## src/rtl/stc_pkg.sv

```systemverilog
// shared types, constants and tanh table generator for the stereo tanh soft clipper
package stc_pkg;

	localparam int SAMPLE_BITS        = 24;
	localparam int TANH_TABLE_ENTRIES = 256;
	localparam int LANE_LATENCY       = 10;

	localparam int DRIVE_BITS     = 22;
	localparam int MAKEUP_BITS    = 18;
	localparam int MIX_BITS       = 17;
	localparam int CFG_DATA_BITS  = 22;
	localparam int CFG_INDEX_BITS = 2;

	localparam logic [CFG_INDEX_BITS-1:0] REG_DRIVE_GAIN  = 2'd0;
	localparam logic [CFG_INDEX_BITS-1:0] REG_MAKEUP_GAIN = 2'd1;
	localparam logic [CFG_INDEX_BITS-1:0] REG_WET_MIX     = 2'd2;

	localparam logic [DRIVE_BITS-1:0]  DRIVE_RESET  = 22'd65536;
	localparam logic [MAKEUP_BITS-1:0] MAKEUP_RESET = 18'd65536;
	localparam logic [MIX_BITS-1:0]    MIX_ONE      = 17'd65536;

	typedef struct packed {
		logic signed [SAMPLE_BITS-1:0] left_in;
		logic signed [SAMPLE_BITS-1:0] right_in;
	} in_word_t;

	typedef struct packed {
		logic signed [SAMPLE_BITS-1:0] left_out;
		logic signed [SAMPLE_BITS-1:0] right_out;
	} out_word_t;

	typedef struct packed {
		logic [DRIVE_BITS-1:0]  drive_gain;
		logic [MAKEUP_BITS-1:0] makeup_gain;
		logic [MIX_BITS-1:0]    wet_mix;
	} gains_t;

	localparam logic [63:0] Q30_ONE = 64'd1 << 30;

	// shift-subtract divide, elaboration only
	function automatic logic [63:0] udiv(input logic [63:0] num, input logic [63:0] den);
		logic [63:0] q;
		logic [63:0] r;
		q = '0;
		r = '0;
		for (int i = 63; i >= 0; i--) begin
			r = {r[62:0], num[i]};
			if (r >= den) begin
				r = r - den;
				q[i] = 1'b1;
			end
		end
		return q;
	endfunction

	// exp(-f) in q30 for f in [0, 1] in q30
	function automatic logic [63:0] exp_neg_frac(input logic [63:0] f);
		logic [63:0] term;
		logic [63:0] sum;
		term = Q30_ONE;
		sum  = Q30_ONE;
		for (int i = 1; i < 24; i++) begin
			term = udiv(term * f, 64'(i) << 30);
			sum  = sum + term;
		end
		return udiv((64'd1 << 60) + (sum >> 1), sum);
	endfunction

	// tanh(8k/n) in unsigned q31
	function automatic logic [31:0] tanh_point(input int k, input int n);
		logic [63:0] em1;
		logic [63:0] y;
		logic [63:0] whole;
		logic [63:0] part;
		logic [63:0] r;
		logic [63:0] t;
		logic [63:0] den;
		logic [63:0] entry;
		em1   = exp_neg_frac(Q30_ONE);
		y     = udiv(((64'd16 * 64'(k)) << 30) + (64'(n) >> 1), 64'(n));
		whole = y >> 30;
		part  = y & (Q30_ONE - 64'd1);
		r     = Q30_ONE;
		for (int i = 0; i < 17; i++) begin
			if (64'(i) < whole) begin
				r = (r * em1 + (64'd1 << 29)) >> 30;
			end
		end
		t = (r * exp_neg_frac(part) + (64'd1 << 29)) >> 30;
		if (t > Q30_ONE) begin
			t = Q30_ONE;
		end
		den   = Q30_ONE + t;
		entry = udiv(((Q30_ONE - t) << 31) + (den >> 1), den);
		return entry[31:0];
	endfunction

endpackage

```

## src/rtl/stc_merge.sv

```systemverilog
// joins both lane results into one output word behind an output register and skid stage
module stc_merge (
	input  logic                                   clk,
	input  logic                                   arst_n,
	input  logic                                   up_valid,
	output logic                                   up_ready,
	input  logic signed [stc_pkg::SAMPLE_BITS-1:0] left_res,
	input  logic signed [stc_pkg::SAMPLE_BITS-1:0] right_res,
	output logic                                   out_valid,
	input  logic                                   out_ready,
	output stc_pkg::out_word_t                     out_word
);

	stc_pkg::out_word_t up_word;
	stc_pkg::out_word_t out_q;
	stc_pkg::out_word_t skid_q;
	logic               out_valid_q;
	logic               skid_valid_q;

	assign up_word.left_out  = left_res;
	assign up_word.right_out = right_res;
	assign up_ready          = ~skid_valid_q;

	always_ff @(posedge clk or negedge arst_n) begin
		if (!arst_n) begin
			out_valid_q  <= 1'b0;
			skid_valid_q <= 1'b0;
		end else if (out_ready || !out_valid_q) begin
			if (skid_valid_q) begin
				out_valid_q  <= 1'b1;
				skid_valid_q <= 1'b0;
			end else begin
				out_valid_q  <= up_valid;
			end
		end else if (up_valid && !skid_valid_q) begin
			skid_valid_q <= 1'b1;
		end
	end

	always_ff @(posedge clk) begin
		if (out_ready || !out_valid_q) begin
			if (skid_valid_q) begin
				out_q <= skid_q;
			end else if (up_valid) begin
				out_q <= up_word;
			end
		end else if (up_valid && !skid_valid_q) begin
			skid_q <= up_word;
		end
	end

	assign out_valid = out_valid_q;
	assign out_word  = out_q;

endmodule

```

## config.mk

```make
export PLATFORM = sky130hd
export DESIGN_NAME = stc_merge
export DESIGN_NICKNAME = d
export VERILOG_FILES = /design/src/rtl/stc_pkg.sv /design/src/rtl/stc_merge.sv
export SDC_FILE = /design/constraint.sdc
export NUM_CORES = 1
export LEC_CHECK = 0
export BUFFER_PORTS_ARGS = -buffer_cell sky130_fd_sc_hd__clkbuf_2
export CAP_MARGIN = 20
export CORE_UTILIZATION = 52
export CTS_CLUSTER_SIZE = 14
export DETAILED_ROUTE_END_ITERATION = 12
export GPL_ROUTABILITY_DRIVEN = 0
export PLACE_DENSITY = 0.79
export SKIP_CTS_REPAIR_TIMING = 1
export SLEW_MARGIN = 20
export SYNTH_ARGS = -nofsm -noshare
export SYNTH_HDL_FRONTEND = slang
export SYNTH_SLANG_ARGS = --single-unit
```

## constraint.sdc

```tcl
create_clock -name clk -period 6.6 [get_ports clk]
set_input_delay 1.98 -clock clk [delete_from_list [all_inputs] [get_ports clk]]
set_output_delay 1.98 -clock clk [all_outputs]
set_load 0.01 [all_outputs]
```

==> results of run 1 <==
layer usage:
metal  global-route usage  vias to the layer above  wire [um]
met4              0.07154                        0         99
met3              0.04739                       11        353
li1                     -                      843          -
met1               0.2022                      862       2383
met2               0.2557                       62       2867
met5                    0                        -          0
cell families after synthesis:
| logic type | after synthesis |
|---|---|
| flip-flops | 98 |
| multiplexers | 48 |
| buffers and inverters | 7 |
| AND/OR/NAND/NOR | 5 |
| AO/OA/AOI/OAI | 1 |
power by group:
part | total [mW] | internal, mW | switching, mW
clock | 0.364 | 0.174 | 0.189
combinational | 0.138 | 0.0701 | 0.0682
sequential | 0.744 | 0.734 | 0.0103
worst register-to-register path, delay by kind of cell (launching register included):
kind                   cells  cell delay, ps
AOI/OAI and AO/OA          1             680
DFF                        1             380
buffers and inverters      1             720
worst paths after layout:
kind                            slack (ps)            to          from  cells past startpoint
worst max register to register        4450  out_word[15]  skid_valid_q                      2
min in group asynchronous             1400  skid_valid_q        arst_n                      1
worst min-delay path                   550   out_word[6]     skid_q[6]                      1
worst min register to register         550   out_word[6]     skid_q[6]                      1
max in group asynchronous             5090  skid_valid_q        arst_n                      1
worst max-delay path                  3550    skid_q[15]     out_ready                      4
cell type report:
class | count | area share
flip-flops and latches | 98 | 0.6487
multi-input cells | 54 | 0.1676
repair buffers | 103 | 0.1151
clock buffers | 11 | 0.02905
well taps | 96 | 0.02656
clock inverters | 5 | 0.01217
inverters | 1 | 0.0008299
sequential cells by signal (all words and copies together) (netlist names):
register / cells
skid_valid_q: 1
out_valid: 1
out_word: 48
skid_q: 48
synthesized netlist by cell type, drive strengths merged:
cell type  count
edfxtp        96
mux2          48
buf            6
dfrtp          2
nor2           2
inv            1
nand2          1
nand2b         1
nor3b          1
o21a           1
==> reports/metrics.cfg, run 1 <==
[finish]
finish.utilization = 0.6549
nets = 319
syn2layout_area_growth_pct = 19.50
stdcell_count = 368
seqCellArea_mm2 = 0.002934
postLayoutCellArea_mm2 = 0.004523
final_cell_mix = clkbuf_2, edfxtp_1, mux2_4
fillers = 517
final_common_cell = clkbuf_2
multi_input_area_um2 = 758.2
drive_gt1_frac = 0.6140
diodes = 0

[worst_setup_path]
critPathLaunchType = input pin
crit_path_end_kind = flop
crit_type = in2reg
crit_chain = clkbuf_2, nand2b_1, nor3b_2, buf_4
path_buf_inv = 2
slowest_stage = buf_4
arrival_ps = 3030
required_ps = 6590
worst-path-max-fanout = 48
critPathTopFamily = buffers and inverters
slowest_delay_ps = 530

[power_and_ir_drop]
finalPower_mw = 1.246
powerDensity_mw_per_mm2 = 275.4
vdd_drop_max_v = 0.0001286
power_leakage_nw = 1.814

[timing]
setup_ws_ps = 3551
min_period_over_period = 0.4619
finalSetupViolations = 0
fmax_mhz = 328.0
fin_crit_ps = 3049
finalMaxSlewViolations = 0
hold_violations = 0
hold_ws_ps = 548.9
slew_headroom = 0.3971
clock_skew_ps = 9.937
rsz0062_at_grt = false
setup_tns_ps = 0
worst_pin_slew_ps = 904.4

[synthesis]
synth_adder_area_share = 0
synth.distinct_cells = 12
ys_ff_latch = 98
yosysTopAreaCell = edfxtp_1
synthXorXnorAreaFrac = 0
synth_compound_area_frac = 0.001983
synth_nets = 211
synth.area.mux_share = 0.1884
ys_warn_count = 0
synth_cells = 159
syn_avg_cell_area_um2 = 23.80
syn-cell-area_mm2 = 0.003785
netlist.area_leader.share = 0.7617
yosys.area_share.simple = 0.006612
ys_top_cells_by_area = edfxtp_1, mux2_4, buf_12
synth_seq_area_share = 0.7749
synth_top_family_by_area = multiplexers

[die]
die_h_um = 87.32
start_util = 0.5480
core_mm2 = 0.006907
io_pins = 102
rows = 30
die_w_um = 87.32
dieArea_mm2 = 0.007624

[clocking]
cts_tree = done
cts_made_buffers = 9
clock_sinks = 98
cts-root-buf = clkbuf_8
clock_latency_ps = 350
cts_max_level = 3
cts.path.max_buffers = 2
clk_pin_slew_ps = 90

[placement]
io_buffers = 101
dp_hpwl_um = 3885
preCtsSetupSlack_ps = 2999
dp_cells = 352
placed_area_mm2 = 0.004330

[global_routing]
grt_overflow = 0
grt_usage = 0.1597
antenna_found_initial = 0
grt_max_degree = 52
grt_first_pass_wirelength_um = 8735
grt_pass1_vias = 1700

[drt]
drt-pass1-iter-count = 4
vias = 1778
viasPerCell = 4.832
wl_per_cell_um = 15.50
drt-initial-drc-count = 83
drtAntennaViolNets = 0
drcViolationCount = 0
routed_wl_um = 5703

[flow_run]
drv_cap = 0

[run_status]
status = complete, no violations

[hold_path]
hold_class = reg2reg

No activity file was read; power rests on OpenSTA's default activity.
==> run 2: changes to the inputs <==
Settings changed: ABC_AREA set to 1, CORE_UTILIZATION 52 to 46, PLACE_DENSITY 0.79 to 0.75.
Clock period 6.6 ns to 2.55 ns, I/O delays scaled along.
==> reports/metrics.cfg, run 2 <==
[timing]
fmax_mhz = 483.6
finalSetupViolations = 0  ; unchanged
hold_violations = 0  ; unchanged
slew_headroom = 0.6812  ; +0.2841
hold_ws_ps = 184.7  ; -364.2 ps
worst_pin_slew_ps = 478.3  ; -426.1 ps
rsz0062_at_grt = false
finalMaxSlewViolations = 0  ; unchanged
clock_skew_ps = 6.267  ; -3.670 ps
min_period_over_period = 0.8109
fin_crit_ps = 2068
setup_tns_ps = 0  ; unchanged

[die]
die_h_um = 90.72  ; +3.9%
dieArea_mm2 = 0.008230  ; +8.0%
rows = 31  ; +3.3%
io_pins = 102  ; unchanged
die_w_um = 90.72  ; +3.9%
start_util = 0.4862  ; -0.06178
core_mm2 = 0.007447  ; +7.8%

[synthesis]
synth.most_common_cell = nand2_1
synth_nets = 316  ; +50%
netlist.area_leader.share = 0.7961  ; +0.03448
synth_common_cells = nand2_1, edfxtp_1, buf_6
synth_cells = 264  ; +66%
syn_avg_cell_area_um2 = 13.72  ; -42%
ys_top_cells_by_area = edfxtp_1, nand2_1, buf_6
syn-cell-area_mm2 = 0.003621  ; -4.3%
synth.distinct_cells = 11  ; -1
yosysTopAreaCell = edfxtp_1
synth-edff-count = 96  ; unchanged
synthArstFlopShare = 0.02041  ; unchanged
synth_adder_area_share = 0  ; unchanged
ys.flop_type = edfxtp_1
synth_top_family_by_area = simple AND/OR/NAND/NOR gates
synthXorXnorAreaFrac = 0  ; unchanged
yosys.area_share.simple = 0.1589  ; +0.1523
synth.area.mux_share = 0  ; -0.1884
synth_compound_area_frac = 0  ; -0.001983
ys_ff_latch = 98  ; unchanged
synth_seq_area_share = 0.8100  ; +0.03508
ys_warn_count = 0  ; unchanged

[drt]
routed_wl_um = 6495  ; +14%
drt-initial-drc-count = 127  ; +53%
viasPerCell = 4.677  ; -3.2%
wl_per_cell_um = 13.73  ; -11%
vias = 2212  ; +24%
drt-pass1-iter-count = 4  ; unchanged
drtAntennaViolNets = 0  ; unchanged
drcViolationCount = 0  ; unchanged

[finish]
final_common_cell = nand2_1
drive_gt1_frac = 0.3262  ; -0.2878
nets = 422  ; +32%
finish.utilization = 0.5860  ; -0.06887
postLayoutCellArea_mm2 = 0.004364  ; -3.5%
final_cell_mix = nand2_1, clkbuf_2, edfxtp_1
diodes = 0  ; unchanged
syn2layout_area_growth_pct = 20.53

[worst_setup_path]
crit_path_end_kind = output pin
worstReg2RegEnd = out_word[28]
critPathTopFamily = buffers and inverters
reg2regPathDepth = 4  ; +2
slowest_delay_ps = 410  ; -120 ps
worst-path-max-fanout = 25  ; -48%
path_buf_inv = 2  ; unchanged
r2r_slack_ps = 800  ; -3650 ps
crit_type = reg2out
critPathLaunchType = flop
r2r-start = skid_valid_q
crit_path_end = up_ready
slowest_stage = dfrtp_2
crit_start = skid_valid_q
required_ps = 1790  ; -4800 ps
arrival_ps = 1300  ; -1730 ps
crit_cells = 2  ; -2
crit_chain = inv_2, clkbuf_2

[clocking]
clock_sinks = 98  ; unchanged
cts-root-buf = clkbuf_8
cts.path.max_buffers = 2  ; unchanged
clock_latency_ps = 340  ; about the same
cts_made_buffers = 9  ; unchanged
cts_tree = done
clk_pin_slew_ps = 80  ; about the same
cts_max_level = 3  ; unchanged

[power_and_ir_drop]
finalPower_mw = 3.083  ; +150%
powerDensity_mw_per_mm2 = 706.4  ; +160%
power_leakage_nw = 1.903  ; +4.9%
vdd_drop_max_v = 0.0003517  ; +170%

[flow_run]
drv_cap = 0  ; unchanged

[placement]
io_buffers = 101  ; unchanged
placed_area_mm2 = 0.004213  ; -2.7%
dp_hpwl_um = 4342  ; +12%

[run_status]
status = complete, no violations

[global_routing]
grt_first_pass_wirelength_um = 10320  ; +18%
grt_max_degree = 50  ; -3.8%
grt_overflow = 0  ; unchanged
grt_pass1_vias = 2228  ; +31%
antenna_found_initial = 0  ; unchanged
grt_usage = 0.1659  ; +0.006158

[hold_path]
hold_class = in2async

## run 2: cell types whose count changed after synthesis, sizes merged
cell / delta
inv: +2
o21a: -1
nand2b: -1
mux2: -48
buf: +5
nand2: +146
nor3b: -1
nor2: +3
## run 2: kinds of logic after synthesis
group | Yosys count
simple gates | 152
flops | 98
buf+inv | 14
## run 2: power by group
group / switching [mW] / total, mW / internal, mW
Combinational: 0.212 / 0.330 / 0.118
Sequential: 0.0295 / 1.93 / 1.91
Clock: 0.476 / 0.819 / 0.342
Total: 0.717 / 3.08 / 2.37
## run 2: worst min-delay path by stage
stage | start | endpoint
2_1_floorplan | arst_n | out_valid
3_3_place_gp | skid_q[45] | out_word[45]
3_5_place_dp | skid_q[25] | out_word[25]
4_1_cts | arst_n | skid_valid_q
5_1_grt | arst_n | skid_valid_q
6_report | arst_n | skid_valid_q
## run 2: final cells by class
cell class / instances / area, um^2
sequential: 98 / 2934
timing repair buffer: 106 / 555.5
clock inverter: 4 / 20.02
multi-input combinational: 152 / 588.1
clock buffer: 11 / 131.4
tap: 99 / 123.9
fill: 628 / 3083
inverter: 3 / 11.26
## run 2: through the flow
| step | cells | setup slack (ps) |
|---|---|---|
| 5_1_grt | 473 | 394.7 |
| 4_1_cts | 473 | 448.5 |
| 3_3_place_gp | 458 | 730.3 |
| 3_5_place_dp | 458 | 693.5 |
| 6_report | 473 | 482.3 |
| 2_1_floorplan | 264 | 46.91 |
## run 2: layer usage
layer	GRT usage	vias to the layer above	share of wire
met3	0.03872	6	0.061
met5	0	-	0
met4	0.09140	0	0.015
li1	-	1090	-
met1	0.2100	1031	0.43
met2	0.2639	85	0.50
==> run 3: changes to the inputs <==
Settings changed: CORE_UTILIZATION 46 to 51, PLACE_DENSITY 0.75 to 0.78.
Clock period 2.55 ns to 2.1 ns, I/O delays scaled along.
==> reports/metrics.cfg, run 3 (synthesis gave the netlist of run 2 again) <==
[run_status]
status = complete, no violations

[die]
rows = 30  ; -3.2%
die_h_um = 86.26  ; -4.9%
dieArea_mm2 = 0.007441  ; -9.6%
start_util = 0.5300  ; +0.04381
die_w_um = 86.26  ; -4.9%
core_mm2 = 0.006832  ; -8.3%
io_pins = 102  ; unchanged

[drt]
routed_wl_um = 6155  ; -5.2%
drt-pass1-iter-count = 4  ; unchanged
wl_met1_um = 2616  ; -5.3%
dr_wl_met2_um = 3064  ; -5.5%
drt-initial-drc-count = 141  ; +11%
dr_wl_met3_um = 298  ; -24%
vias = 2177  ; -1.6%
highest_layer = met4
drcViolationCount = 0  ; unchanged
viasPerCell = 4.632  ; -0.95%
wl_per_cell_um = 13.10  ; -4.6%
drtAntennaViolNets = 0  ; unchanged

[power_and_ir_drop]
powerDensity_mw_per_mm2 = 888.5  ; +26%
power_leakage_nw = 1.908  ; +0.23%
vdd_drop_max_v = 0.0005023  ; +43%

[global_routing]
antenna_found_initial = 0  ; unchanged
grt_max_degree = 49  ; -2.0%
grt_overflow = 0  ; unchanged
grt_usage = 0.1732  ; +0.007303
grt_first_pass_wirelength_um = 9480  ; -8.2%
grt_pass1_vias = 2051  ; -7.9%

[worst_setup_path]
crit_path_end_kind = output pin
crit_cells = 2  ; unchanged
path_buf_inv = 2  ; unchanged
worst-path-max-fanout = 3  ; -88%
crit_path_end = up_ready
reg2regPathDepth = 4  ; unchanged
slowest_stage = dfrtp_2
crit_chain = inv_2, clkbuf_2
crit_start = skid_valid_q
r2r-start = skid_valid_q
crit_type = reg2out
required_ps = 1470  ; -320 ps
r2r_slack_ps = 800  ; about the same
critPathTopFamily = flip-flops
arrival_ps = 990  ; -310 ps
critPathLaunchType = flop
slowest_delay_ps = 420  ; about the same
worstReg2RegEnd = out_word[36]

[finish]
final_common_cell = nand2_1
seqCellArea_mm2 = 0.002934  ; unchanged
fillers = 548  ; -13%
syn2layout_area_growth_pct = 21.77
multi_input_area_um2 = 588.1  ; unchanged
final_cell_mix = nand2_1, clkbuf_2, edfxtp_1
nets = 421  ; -0.24%
diodes = 0  ; unchanged
drive_gt1_frac = 0.3342  ; +0.008021

[clocking]
clock_sinks = 98  ; unchanged
clk_pin_slew_ps = 80  ; about the same
cts_max_level = 3  ; unchanged
clock_latency_ps = 350  ; about the same
cts-root-buf = clkbuf_8
cts.path.max_buffers = 2  ; unchanged
cts_tree = done
cts_made_buffers = 9  ; unchanged

[timing]
hold_ws_ps = 54.70  ; -130.0 ps
fin_crit_ps = 1618
finalSetupViolations = 0  ; unchanged
clock_skew_ps = 8.331  ; +2.064 ps
hold_violations = 0  ; unchanged
rsz0062_at_grt = false
fmax_mhz = 618.0
slew_headroom = 0.6821  ; +0.0008960
worst_pin_slew_ps = 476.9  ; -1.344 ps
min_period_over_period = 0.7706
finalMaxSlewViolations = 0  ; unchanged
setup_tns_ps = 0  ; unchanged

[placement]
dp_hpwl_um = 3960  ; -8.8%
io_buffers = 101  ; unchanged

[hold_path]
hold_class = in2async

[flow_run]
drv_cap = 0  ; unchanged

## run 3: cell types whose count changed in the layout (fill, tap and decap cells not counted), sizes merged
cell,delta
clkinv,-3
clkbuf,-1
clkinvlp,+4
bufinv,+1
buf,-1
## run 3: worst min-delay path by stage
stage	cells after the start	startpoint	end
finish	1	arst_n	skid_valid_q
global placement	1	arst_n	out_valid
floorplan	0	arst_n	out_valid
global route	1	arst_n	skid_valid_q
detailed placement	1	arst_n	out_valid
CTS	1	arst_n	skid_valid_q
## run 3: report_power, final
group          internal, mW  switching [mW]
registers              2.31          0.0354
logic                 0.145           0.254
clock network         0.550           0.620
## run 3: metal layers
layer | vias up | GRT usage
met1 | 990 | 0.2210
met3 | 18 | 0.04190
li1 | 1095 | -
met2 | 74 | 0.2756
met4 | 0 | 0.09545
met5 | - | 0
## run 3: per-stage QoR
stage	instance area [um^2]	worst slack (ps)	total power, mW	std cells	util
after global placement	4214	494.2	2.785	454	0.6169
after global routing	4409	424.8	4.080	470	0.6454
final	4409	481.8	3.918	470	0.6454
after CTS	4409	453.4	3.952	470	0.6454
after floorplan	3633	180.4	2.618	264	-
after detailed placement	4214	454.1	2.800	454	0.6169
## run 3: cell type report
type | count | area share
Tap cell | 96 | 0.02724
Clock buffer | 10 | 0.02894
Multi-Input combinational cell | 152 | 0.1334
Timing Repair Buffer | 105 | 0.1271
Sequential cell | 98 | 0.6654
Clock inverter | 6 | 0.01532
Inverter | 3 | 0.002554
